--- config.mk ---
export PLATFORM = sky130hd
export DESIGN_NAME = text_to_integer_parser
export DESIGN_NICKNAME = d
export VERILOG_FILES = /design/src/design/t2i_pkg.sv /design/src/design/t2i_in_stage.sv /design/src/design/t2i_step_core.sv /design/src/design/text_to_integer_parser.sv
export SDC_FILE = /design/constraint.sdc
export NUM_CORES = 1
export LEC_CHECK = 0
export BUFFER_PORTS_ARGS = -buffer_cell sky130_fd_sc_hd__buf_2
export CORE_UTILIZATION = 55
export DETAILED_ROUTE_END_ITERATION = 7
export PLACE_DENSITY = 0.75
export SYNTH_ARGS = -nofsm -noshare
export SYNTH_HDL_FRONTEND = slang
export SYNTH_SLANG_ARGS = --single-unit
--- constraint.sdc ---
create_clock -name clk_i -period 12 [get_ports clk_i]
set_clock_uncertainty 0.05 [all_clocks]
set_input_delay 1.2 -clock clk_i [delete_from_list [all_inputs] [get_ports clk_i]]
set_output_delay 1.2 -clock clk_i [all_outputs]
set_load 0.02 [all_outputs]
--- src/design/t2i_pkg.sv ---
package t2i_pkg;

  // Parse phases of one string
  typedef enum logic [1:0] {
    PH_SPACE  = 2'd0,
    PH_SIGN   = 2'd1,
    PH_DIGITS = 2'd2,
    PH_DONE   = 2'd3
  } t2i_phase_e;

  // Configuration register indexes
  localparam logic [7:0] CFG_NUMBER_BASE = 8'd0;
  localparam logic [7:0] CFG_SIGNED_MODE = 8'd1;

  localparam logic [5:0] BASE_RESET    = 6'd10;
  localparam logic [5:0] BASE_AUTO     = 6'd0;
  localparam logic [5:0] BASE_OCT      = 6'd8;
  localparam logic [5:0] BASE_DEC      = 6'd10;
  localparam logic [5:0] BASE_HEX      = 6'd16;
  localparam logic [5:0] BASE_MIN      = 6'd2;
  localparam logic [5:0] BASE_MAX      = 6'd36;
  localparam logic [5:0] DIGIT_INVALID = 6'd63;

  localparam logic [63:0] S64_MAX   = 64'h7FFF_FFFF_FFFF_FFFF;
  localparam logic [63:0] S64_MIN_M = 64'h8000_0000_0000_0000;
  localparam logic [63:0] U64_ALL   = 64'hFFFF_FFFF_FFFF_FFFF;

  localparam logic [7:0] CH_SPACE = 8'h20;
  localparam logic [7:0] CH_TAB   = 8'h09;
  localparam logic [7:0] CH_CR    = 8'h0D;
  localparam logic [7:0] CH_MINUS = 8'h2D;
  localparam logic [7:0] CH_PLUS  = 8'h2B;
  localparam logic [7:0] CH_ZERO  = 8'h30;
  localparam logic [7:0] CH_NINE  = 8'h39;
  localparam logic [7:0] CH_LO_A  = 8'h61;
  localparam logic [7:0] CH_LO_Z  = 8'h7A;
  localparam logic [7:0] CH_UP_A  = 8'h41;
  localparam logic [7:0] CH_UP_Z  = 8'h5A;
  localparam logic [7:0] CH_LO_X  = 8'h78;
  localparam logic [7:0] CH_UP_X  = 8'h58;

  // Decoded character held in the input register
  typedef struct packed {
    logic       first;
    logic       space;
    logic       minus;
    logic       plus;
    logic       zero;
    logic       xchar;
    logic [5:0] dval;
  } t2i_item_t;

  // One result transaction
  typedef struct packed {
    logic [9:0]  end_offset;
    logic        parse_done;
    logic        range_error;
    logic        digits_seen;
    logic [63:0] parsed_value;
  } t2i_result_t;

  // Character to digit value, DIGIT_INVALID where it is no digit at all
  function automatic logic [5:0] digit_value(input logic [7:0] c);
    logic [7:0] v;
    v = 8'd0;
    if (c >= CH_ZERO && c <= CH_NINE) begin
      v = c - CH_ZERO;
    end else if (c >= CH_LO_A && c <= CH_LO_Z) begin
      v = c - CH_LO_A + 8'd10;
    end else if (c >= CH_UP_A && c <= CH_UP_Z) begin
      v = c - CH_UP_A + 8'd10;
    end else begin
      v = {2'b00, DIGIT_INVALID};
    end
    return v[5:0];
  endfunction

endpackage

--- src/design/t2i_in_stage.sv ---
module t2i_in_stage (
  input  logic                clk_i,
  input  logic                rst_ni,
  input  logic                in_valid_i,
  output logic                in_ready_o,
  input  logic [7:0]          text_byte_i,
  input  logic                first_byte_i,
  input  logic                take_i,
  output logic                item_valid_o,
  output t2i_pkg::t2i_item_t  item_o
);
  import t2i_pkg::*;

  logic      valid_q, valid_d;
  t2i_item_t item_q, item_d;

  // Free when empty or when the held byte moves on this cycle
  assign in_ready_o = !valid_q || take_i;

  // Character classification ahead of the register
  always_comb begin
    item_d.first = first_byte_i;
    item_d.space = (text_byte_i == CH_SPACE) ||
                   (text_byte_i >= CH_TAB && text_byte_i <= CH_CR);
    item_d.minus = (text_byte_i == CH_MINUS);
    item_d.plus  = (text_byte_i == CH_PLUS);
    item_d.zero  = (text_byte_i == CH_ZERO);
    item_d.xchar = (text_byte_i == CH_LO_X) || (text_byte_i == CH_UP_X);
    item_d.dval  = digit_value(text_byte_i);
  end

  always_comb begin
    valid_d = valid_q;
    if (in_ready_o) begin
      valid_d = in_valid_i;
    end
  end

  always_ff @(posedge clk_i or negedge rst_ni) begin
    if (!rst_ni) begin
      valid_q <= 1'b0;
    end else begin
      valid_q <= valid_d;
    end
  end

  // Payload needs no reset
  always_ff @(posedge clk_i) begin
    if (in_ready_o && in_valid_i) begin
      item_q <= item_d;
    end
  end

  assign item_valid_o = valid_q;
  assign item_o       = item_q;

endmodule

--- src/design/t2i_step_core.sv ---
module t2i_step_core #(
  parameter int unsigned OFFSET_LIMIT = 1024
) (
  input  logic                 clk_i,
  input  logic                 rst_ni,
  input  logic                 item_valid_i,
  input  t2i_pkg::t2i_item_t   item_i,
  output logic                 take_o,
  input  logic [5:0]           number_base_i,
  input  logic                 signed_mode_i,
  output logic                 out_valid_o,
  input  logic                 out_ready_i,
  output t2i_pkg::t2i_result_t result_o
);
  import t2i_pkg::*;

  localparam int unsigned PosCap = (OFFSET_LIMIT - 1 < 1023) ? OFFSET_LIMIT - 1 : 1023;

  t2i_phase_e  phase_q, phase_d;
  logic        neg_q, neg_d;
  logic [63:0] acc_q, acc_d;
  logic [5:0]  base_q, base_d;
  logic        ovf_q, ovf_d;
  logic        any_q, any_d;
  logic [9:0]  pos_q, pos_d;
  logic        pz_q, pz_d;

  logic        out_valid_q, out_valid_d;
  t2i_result_t res_q, res_d;

  logic        out_free;
  logic        do_take;
  logic [69:0] prod;
  logic [63:0] lim;

  assign out_free = !out_valid_q || out_ready_i;
  assign take_o   = item_valid_i && out_free;

  // Next state of the parse for the held byte
  always_comb begin
    phase_d = phase_q;
    neg_d   = neg_q;
    acc_d   = acc_q;
    base_d  = base_q;
    ovf_d   = ovf_q;
    any_d   = any_q;
    pos_d   = pos_q;
    pz_d    = pz_q;
    do_take = 1'b0;
    prod    = '0;
    lim     = U64_ALL;

    // A new string clears everything and latches the base
    if (item_i.first) begin
      phase_d = PH_SPACE;
      neg_d   = 1'b0;
      acc_d   = '0;
      ovf_d   = 1'b0;
      any_d   = 1'b0;
      pos_d   = '0;
      pz_d    = 1'b0;
      base_d  = number_base_i;
    end

    if (phase_d != PH_DONE) begin
      unique case (phase_d)
        PH_SPACE, PH_SIGN: begin
          if (phase_d == PH_SPACE && item_i.space) begin
            // keep skipping
          end else if (phase_d == PH_SPACE && item_i.minus) begin
            neg_d   = 1'b1;
            phase_d = PH_SIGN;
          end else if (phase_d == PH_SPACE && item_i.plus) begin
            phase_d = PH_SIGN;
          end else begin
            // First character of the number proper
            phase_d = PH_DIGITS;
            if ((base_d == BASE_AUTO || base_d == BASE_HEX) && item_i.zero) begin
              pz_d = 1'b1;
            end else begin
              if (base_d == BASE_AUTO) begin
                base_d = BASE_DEC;
              end
              do_take = 1'b1;
            end
          end
        end
        PH_DIGITS: begin
          if (pz_d) begin
            // Lookahead after a leading zero decides on the hex prefix
            pz_d = 1'b0;
            if (item_i.xchar) begin
              base_d = BASE_HEX;
            end else begin
              if (base_d == BASE_AUTO) begin
                base_d = BASE_OCT;
              end
              any_d   = 1'b1;
              do_take = 1'b1;
            end
          end else begin
            do_take = 1'b1;
          end
        end
        default: ;
      endcase

      // Digit accumulate with overflow check on the full product
      if (do_take) begin
        if (base_d < BASE_MIN || base_d > BASE_MAX || item_i.dval >= base_d) begin
          phase_d = PH_DONE;
        end else begin
          any_d = 1'b1;
          if (!ovf_d) begin
            if (signed_mode_i) begin
              lim = neg_d ? S64_MIN_M : S64_MAX;
            end
            prod = {6'd0, acc_d} * {64'd0, base_d} + {64'd0, item_i.dval};
            if (prod > {6'd0, lim}) begin
              ovf_d = 1'b1;
            end else begin
              acc_d = prod[63:0];
            end
          end
        end
      end

      if (phase_d != PH_DONE && pos_d < 10'(PosCap)) begin
        pos_d = pos_d + 10'd1;
      end
    end
  end

  // Result as seen after this byte
  always_comb begin
    if (signed_mode_i && ovf_d) begin
      res_d.parsed_value = neg_d ? S64_MIN_M : S64_MAX;
    end else if (ovf_d) begin
      res_d.parsed_value = U64_ALL;
    end else begin
      res_d.parsed_value = neg_d ? (64'd0 - acc_d) : acc_d;
    end
    res_d.digits_seen = any_d;
    res_d.range_error = ovf_d;
    res_d.parse_done  = (phase_d == PH_DONE);
    res_d.end_offset  = any_d ? pos_d : 10'd0;
  end

  always_comb begin
    out_valid_d = out_valid_q;
    if (out_free) begin
      out_valid_d = item_valid_i;
    end
  end

  always_ff @(posedge clk_i or negedge rst_ni) begin
    if (!rst_ni) begin
      phase_q     <= PH_SPACE;
      neg_q       <= 1'b0;
      acc_q       <= '0;
      base_q      <= BASE_RESET;
      ovf_q       <= 1'b0;
      any_q       <= 1'b0;
      pos_q       <= '0;
      pz_q        <= 1'b0;
      out_valid_q <= 1'b0;
    end else begin
      out_valid_q <= out_valid_d;
      if (take_o) begin
        phase_q <= phase_d;
        neg_q   <= neg_d;
        acc_q   <= acc_d;
        base_q  <= base_d;
        ovf_q   <= ovf_d;
        any_q   <= any_d;
        pos_q   <= pos_d;
        pz_q    <= pz_d;
      end
    end
  end

  always_ff @(posedge clk_i) begin
    if (take_o) begin
      res_q <= res_d;
    end
  end

  assign out_valid_o = out_valid_q;
  assign result_o    = res_q;

endmodule

--- src/design/text_to_integer_parser.sv ---
// Streaming text-to-integer parser, 64 bit, strtoll/strtoull rules.
// Input stream: one character per transaction in s_axis_tdata; s_axis_tuser
// set marks the first character of a new string and clears the parse.
// Output stream: one result per input transaction, giving the value as if
// the number ended after that character, plus digit, range-error and done
// flags and the end offset.
// Configuration: cfg_valid_i/cfg_ready_o write channel; index 0 is the base
// (0 selects by prefix), index 1 selects signed saturation. Write only while
// the block is idle; the base is latched at each first character.
// Path: input register, then result register. Throughput: one transaction
// per cycle while the receiver takes results; the only loop is the accumulate
// step, a 64 x 6 bit multiply-add and compare against the saturation limit.
// Reset: parse state cleared, base 10, signed mode, both streams empty.
// When the receiver stalls, the result register holds, the input register
// fills behind it and s_axis_tready then falls until the result is taken.
module text_to_integer_parser #(
  parameter int unsigned OFFSET_LIMIT = 1024
) (
  input  logic        clk_i,
  input  logic        rst_ni,
  input  logic        s_axis_tvalid,
  output logic        s_axis_tready,
  input  logic [7:0]  s_axis_tdata,   // [7:0] text_byte
  input  logic        s_axis_tuser,   // [0] first_byte
  output logic        m_axis_tvalid,
  input  logic        m_axis_tready,
  output logic [79:0] m_axis_tdata,   // [63:0] parsed_value, [64] digits_seen,
                                      // [65] range_error, [66] parse_done,
                                      // [76:67] end_offset, [79:77] zero
  input  logic        cfg_valid_i,
  output logic        cfg_ready_o,
  input  logic [7:0]  cfg_index_i,
  input  logic [7:0]  cfg_data_i
);
  import t2i_pkg::*;

  localparam int unsigned PosCap = (OFFSET_LIMIT - 1 < 1023) ? OFFSET_LIMIT - 1 : 1023;

  logic [5:0]  base_q, base_d;
  logic        signed_q, signed_d;
  logic        item_valid;
  t2i_item_t   item;
  logic        take;
  t2i_result_t result;

  // Configuration registers
  assign cfg_ready_o = 1'b1;

  always_comb begin
    base_d   = base_q;
    signed_d = signed_q;
    if (cfg_valid_i) begin
      unique case (cfg_index_i)
        CFG_NUMBER_BASE: base_d   = cfg_data_i[5:0];
        CFG_SIGNED_MODE: signed_d = cfg_data_i[0];
        default: ;
      endcase
    end
  end

  always_ff @(posedge clk_i or negedge rst_ni) begin
    if (!rst_ni) begin
      base_q   <= BASE_RESET;
      signed_q <= 1'b1;
    end else begin
      base_q   <= base_d;
      signed_q <= signed_d;
    end
  end

  t2i_in_stage u_in_stage (
    .clk_i        (clk_i),
    .rst_ni       (rst_ni),
    .in_valid_i   (s_axis_tvalid),
    .in_ready_o   (s_axis_tready),
    .text_byte_i  (s_axis_tdata),
    .first_byte_i (s_axis_tuser),
    .take_i       (take),
    .item_valid_o (item_valid),
    .item_o       (item)
  );

  t2i_step_core #(
    .OFFSET_LIMIT (OFFSET_LIMIT)
  ) u_step_core (
    .clk_i         (clk_i),
    .rst_ni        (rst_ni),
    .item_valid_i  (item_valid),
    .item_i        (item),
    .take_o        (take),
    .number_base_i (base_q),
    .signed_mode_i (signed_q),
    .out_valid_o   (m_axis_tvalid),
    .out_ready_i   (m_axis_tready),
    .result_o      (result)
  );

  assign m_axis_tdata = {3'b000, result};

  // No digits means no end offset
  a_offset_needs_digits: assert property (@(posedge clk_i) disable iff (!rst_ni)
    m_axis_tvalid && !m_axis_tdata[64] |-> m_axis_tdata[76:67] == 10'd0)
    else $error("end offset set without digits");

  // Overflow can only follow a taken digit
  a_range_needs_digits: assert property (@(posedge clk_i) disable iff (!rst_ni)
    m_axis_tvalid && m_axis_tdata[65] |-> m_axis_tdata[64])
    else $error("range error without digits");

  // An empty result register never blocks the input side
  a_ready_when_empty: assert property (@(posedge clk_i) disable iff (!rst_ni)
    !m_axis_tvalid |-> s_axis_tready)
    else $error("input stalled with empty output");

  // Offset stays within its cap
  a_offset_cap: assert property (@(posedge clk_i) disable iff (!rst_ni)
    m_axis_tvalid |-> m_axis_tdata[76:67] <= 10'(PosCap))
    else $error("end offset beyond cap");

endmodule
==> Yosys cells after proc, flatten, opt, wreduce, memory -nomap -nowiden <==
Cells that the tools add are included.
{ "totals": {"elab_cells": 163, "latchBits": 0, "mem_bits_rw": 0, "mem_bits_ro": 0, "reg_bits": 184, "n_memories": 0} }
{ "op_classes": {"n_lt_le_gt_ge": 13, "addsub": 8, "bitwise": 0, "n_reduce_logical": 27, "div": 0, "n_mux": 77, "eq_ne": 13, "n_shift": 0, "multipliers": 1} }
{ "op_table": {"columns": ["operator", "count"], "rows": [
  ["$mux W64", 16],
  ["$mux W6", 14],
  ["$add A70 B6 Y70", 1],
  ["$gt A70 B64 Y1", 1],
  ["$mul A64 B6 Y70", 1],
  ["$sub A1 B64 Y64 const A", 1],
  ["$eq A8 B6 Y1 const B", 4],
  ["$mux W1", 32],
  ["$mux W10", 3],
  ["$mux W2", 9],
  ["$eq A8 B7 Y1 const B", 2],
  ["$ge A8 B7 Y1 const B", 2],
  ["$le A8 B7 Y1 const B", 2],
  ["$add A6 B4 Y6 const B", 2],
  ["$logic_and A1 B1 Y1", 12],
  ["$pmux W6 S2", 1],
  ["$sub A6 B6 Y6 const B", 2],
  ["$add A10 B1 Y10 const B", 1],
  ["$lt A10 B10 Y1 const B", 1],
  ["$eq A8 B1 Y1 const B", 1],
  ["$ge A8 B4 Y1 const B", 1],
  ["$ge A8 B6 Y1 const B", 1],
  ["$le A8 B4 Y1 const B", 1],
  ["$le A8 B6 Y1 const B", 1],
  ["other kinds (16)", 27]
]} }

==> Longest topological paths before layout <==
{ "depth": {"depth_word": 26, "depth_mapped": 54} }

==> Hierarchy <==
Synthesis repeated with hierarchy kept, for this count alone.
{ "hier_totals": {"hier_cells": 3160, "area_unflattened_um2": 26082.5} }
{ "modules_own_cells": {"columns": ["mod", "n_inst", "cells_per_inst", "area_per_inst_um2"], "rows": [
  ["t2i_step_core", 1, 3048, 24878.9],
  ["t2i_in_stage", 1, 87, 862.1],
  ["text_to_integer_parser", 1, 25, 341.6]
]} }

==> Worst setup path after synthesis <==
No wires, ideal clock.
{ "synth_path": {"kind": "reg-to-reg", "startpoint": "register u_in_stage.item_q (netlist bit u_in_stage.item_o[11])", "endpoint": "register u_step_core.res_q (netlist bit u_step_core.result_o[56]) (data pin)", "path_buffers": 13, "setup_ns": 0.135, "path_slack_ns": -0.222, "arrival_ns": 12.037, "stages_incl_launch_ff": 53, "period_less_slack_ns": 12.222, "cell_sequence": "edfxtp_1 buf_4 clkbuf_1 clkinv_1 clkbuf_1 clkbuf_1 clkbuf_1 buf_1 clkbuf_1 nand2_1 nor2_1 fa_1 inv_1 fa_1 inv_1 fa_1 inv_1 fa_1 [... 17 more ...] o2bb2ai_1 nor3_2 nand4_1 nor3_4 clkbuf_1 buf_2 buf_2 buf_1 nor2_1 a21oi_1 ha_1 and4_1 clkbuf_1 and3b_1 buf_4 nand3_4 or4_1 nand3_1"} }
{ "synth_rtl": {"columns": ["item", "line_no", "rtl"], "rows": [
  ["start: declaration", "t2i_in_stage.sv:15", "t2i_item_t item_q, item_d;"],
  ["start signal: assignment", "t2i_in_stage.sv:50", "item_q <= item_d;"],
  ["end signal: assignment", "t2i_step_core.sv:184", "res_q <= res_d;"],
  ["end: declaration", "t2i_step_core.sv:29", "t2i_result_t res_q, res_d;"]
]} }

==> run metrics <==
#FFs+latches synth=184; adder-cell area share of the yosys netlist=0.304; Final min period=11.55 ns; site row count=79; Detail Placement HPWL=67.8 mm; R2R Setup Slk=about 0.45 ns; Worst setup EP type=register; Post-Layout Cell Count=4005; max-cap check violation count=0; met1 WL=36.3 mm; Synth top cells by count=nand2_1, nor2_1, fa_1, ha_1, inv_1; global-route wire length before repair=approximately 140 mm; Final Cycle Share=0.963; CP peak stage delay=around 0.54 ns; Post-synth EDFFs=89; vias after detailed routing=25000; Cell Area, Synth=roughly 26000 um2; Root Buffer=clkbuf_16; Cells after DPL=about 4000; syn avg cell area=8.11 um2; Leak Pwr=14.4 nW; critical path startpoint category=register; compound-gate portion of the synthesized area=0.164; crit path max fanout=39; Peak VDD IR=0.177 mV; Util after Layout=0.626; Hold WC Path Type=register to register; top cell type's share of synthesized area=0.194; post-route cell area=~30000 um2; Worst Reg-to-Reg Cells=43; initial drt markers=2627; Synth area leader=fa_1; largest net degree at the start of global routing=90; WHS Endpoint=u_step_core.acc_q[57]$_DFFE_PN0P_; Top-Level Pins=113; YS warnings=0; Net count, final=3895; clk slew on worst S/H paths=0.07 ns; antenna cell count=0; Hold Violations, Final=0; ranking of synthesized cells by area=fa_1, ha_1, edfxtp_1; Post-Synth Simple-Gate Area=0.234; Crit Path Class=register to register; Routed Antenna Nets=0; Final Setup Violations=0; Crit-path slowest cell=or4_4; drt pass-1 iters=6; GRT Util Overall=0.369; share of post-route cells with drive strength above 1=0.143; CP top delay family=simple AND/OR/NAND/NOR gates; Residual DRC=0; worst-margin pin slew=roughly 1.2 ns; status=finished clean; CTS tree=done; crit path buf inv count=9; Synth async-reset ratio=0.516; antenna violations before repair=2; Max Freq=between 80 and 90 MHz; Synth-to-Final Area Change=12.3%; post-DR vias/cell=6.24; FF-to-FF End=u_step_core.result_o[39]$_DFFE_PP_; starting density of the core=0.557; setup TNS=0 ns; register area share after synthesis=0.195; hold path startpoint=u_step_core.acc_q[57]$_DFFE_PN0P_; fin. max-slew vios=0; number of distinct library cells after synthesis=105; count leader, synth=nand2_1; CTS Hold Bufs=0; crit path DAT=between 10 and 15 ns; Die Ht=around 220 um; Gate Count Post-Synth=approximately 3200; I/O Buffers=106; most used cell, CP=buf_4; XOR/XNOR Fraction of Synth Area=0.0250; Top Metal Used=met5; per-cell routed wire length=21.6 um; WL final=86.5 mm; Worst slew margin=0.168; Core ar.=46600 um2; CTS buffer count=17; vias in the first global route=24200; RD Place Congestion=0.965; mux contribution to synthesized area=0.0152; clock latency on the worst-skew pair=0.51 ns; overall power=2.37 mW; clock sinks=184; clk buf depth=2; grt ovf=0; met3 wire length=about 7 mm; wire length on met2=39.8 mm; worst endpoint required time=12.21 ns; die area=48100 um2; largest family of logic cells by synthesized area=adder cells; RR Startpoint=u_in_stage.item_o[11]$_DFFE_PP_; main flop type after synthesis=dfrtp_1; chip width=219 um; PwrDens=a little over 80 nW/um2; worst hold stages=2; Placement Cell Area=28400 um2; H-tree depth=4
-- stage by stage --
stage / setup WS (ns) / hold WS, ns
detailed placement: 0.162 / 0.409
global route: -0.0159 / 0.447
floorplan: 0.0306 / 0.388
finish: 0.446 / 0.426
CTS: 0.0840 / 0.428
global placement: 0.283 / 0.402
-- where the power goes --
part / switching (mW) / internal [mW]
sequential: 0.0434 / 0.746
combinational: 0.615 / 0.358
clock: 0.314 / 0.298
-- worst max-delay path by stage --
stage          cells after the start                            endpoint  slack, ns                             from
5_1_grt                           46  u_step_core.result_o[61]$_DFFE_PP_      -0.02  u_in_stage.item_o[11]$_DFFE_PP_
3_3_place_gp                      46  u_step_core.result_o[31]$_DFFE_PP_       0.28  u_in_stage.item_o[11]$_DFFE_PP_
2_1_floorplan                     52  u_step_core.result_o[56]$_DFFE_PP_       0.03  u_in_stage.item_o[11]$_DFFE_PP_
4_1_cts                           41  u_step_core.result_o[39]$_DFFE_PP_       0.08  u_in_stage.item_o[11]$_DFFE_PP_
3_5_place_dp                      40  u_step_core.result_o[33]$_DFFE_PP_       0.16  u_in_stage.item_o[11]$_DFFE_PP_
6_report                          43  u_step_core.result_o[39]$_DFFE_PP_       0.45  u_in_stage.item_o[11]$_DFFE_PP_
-- placed cells by master (no fill, tap or decap), drive strengths merged, types with 18 or more instances in the layout --
master / synthesis / routed
xnor2: 42 / 42
edfxtp: 89 / 89
mux2i: 21 / 21
nand4: 58 / 58
o211ai: 27 / 27
dfrtp: 90 / 90
buf: 53 / 348
o21ai: 183 / 183
a211oi: 23 / 23
nor2b: 53 / 53
nor3: 68 / 68
o31ai: 19 / 19
xor2: 32 / 32
nor4: 25 / 25
inv: 226 / 232
nor2: 413 / 413
a21oi: 214 / 214
nand2: 531 / 531
and3: 21 / 21
a21o: 30 / 30
clkbuf: 133 / 18
a31oi: 33 / 33
fa: 252 / 252
ha: 228 / 228
nand3: 57 / 57
and2: 23 / 23
-- routing by layer --
metal | vias up | GRT usage
li1 | 11400 | -
met1 | 12200 | 0.497
met2 | 1233 | 0.596
met3 | 180 | 0.0536
met4 | 2 | 0.146
met5 | - | 0
-- flip-flops by register name, indices dropped and copies added, names as in the netlist --
register,cells
u_step_core.base_q,6
signed_q,1
base_q,6
u_in_stage.item_o,12
u_step_core.pz_q,1
u_step_core.neg_q,1
u_step_core.any_q,1
u_step_core.ovf_q,1
u_step_core.pos_q,10
u_step_core.phase_q,2
u_step_core.acc_q,64
u_step_core.out_valid_o,1
u_in_stage.item_valid_o,1
u_step_core.result_o,77
-- cell type report --
cell class,count,area [um2]
clock buffer,17,425
clock inverter,15,188
timing repair buffer,349,2430
tap,607,759
multi-input combinational,2604,19400
sequential,184,5060
inverter,229,863
fill,3997,17400
-- worst min-delay path, cell delays in order (launching register included) --
cell and delay (ns):
dfrtp_1 0.34, nand2_1 0.04, o21ai_0 0.06
-- logic make-up (layout without fill, tap and decap cells) --
family | Yosys count | count (layout)
flops | 184 | 184
other cells | 2 | 4
xor+xnor | 74 | 74
buf+inv | 415 | 610
compound gates | 678 | 678
fa+ha+maj | 480 | 480
mux | 37 | 37
simple gates | 1331 | 1331
-- timing repair --
item	CTS	global route
gates resized for setup	0	31
setup endpoints to repair	0	56
buffers inserted	0	6
Power figures use the tool's default switching activity.
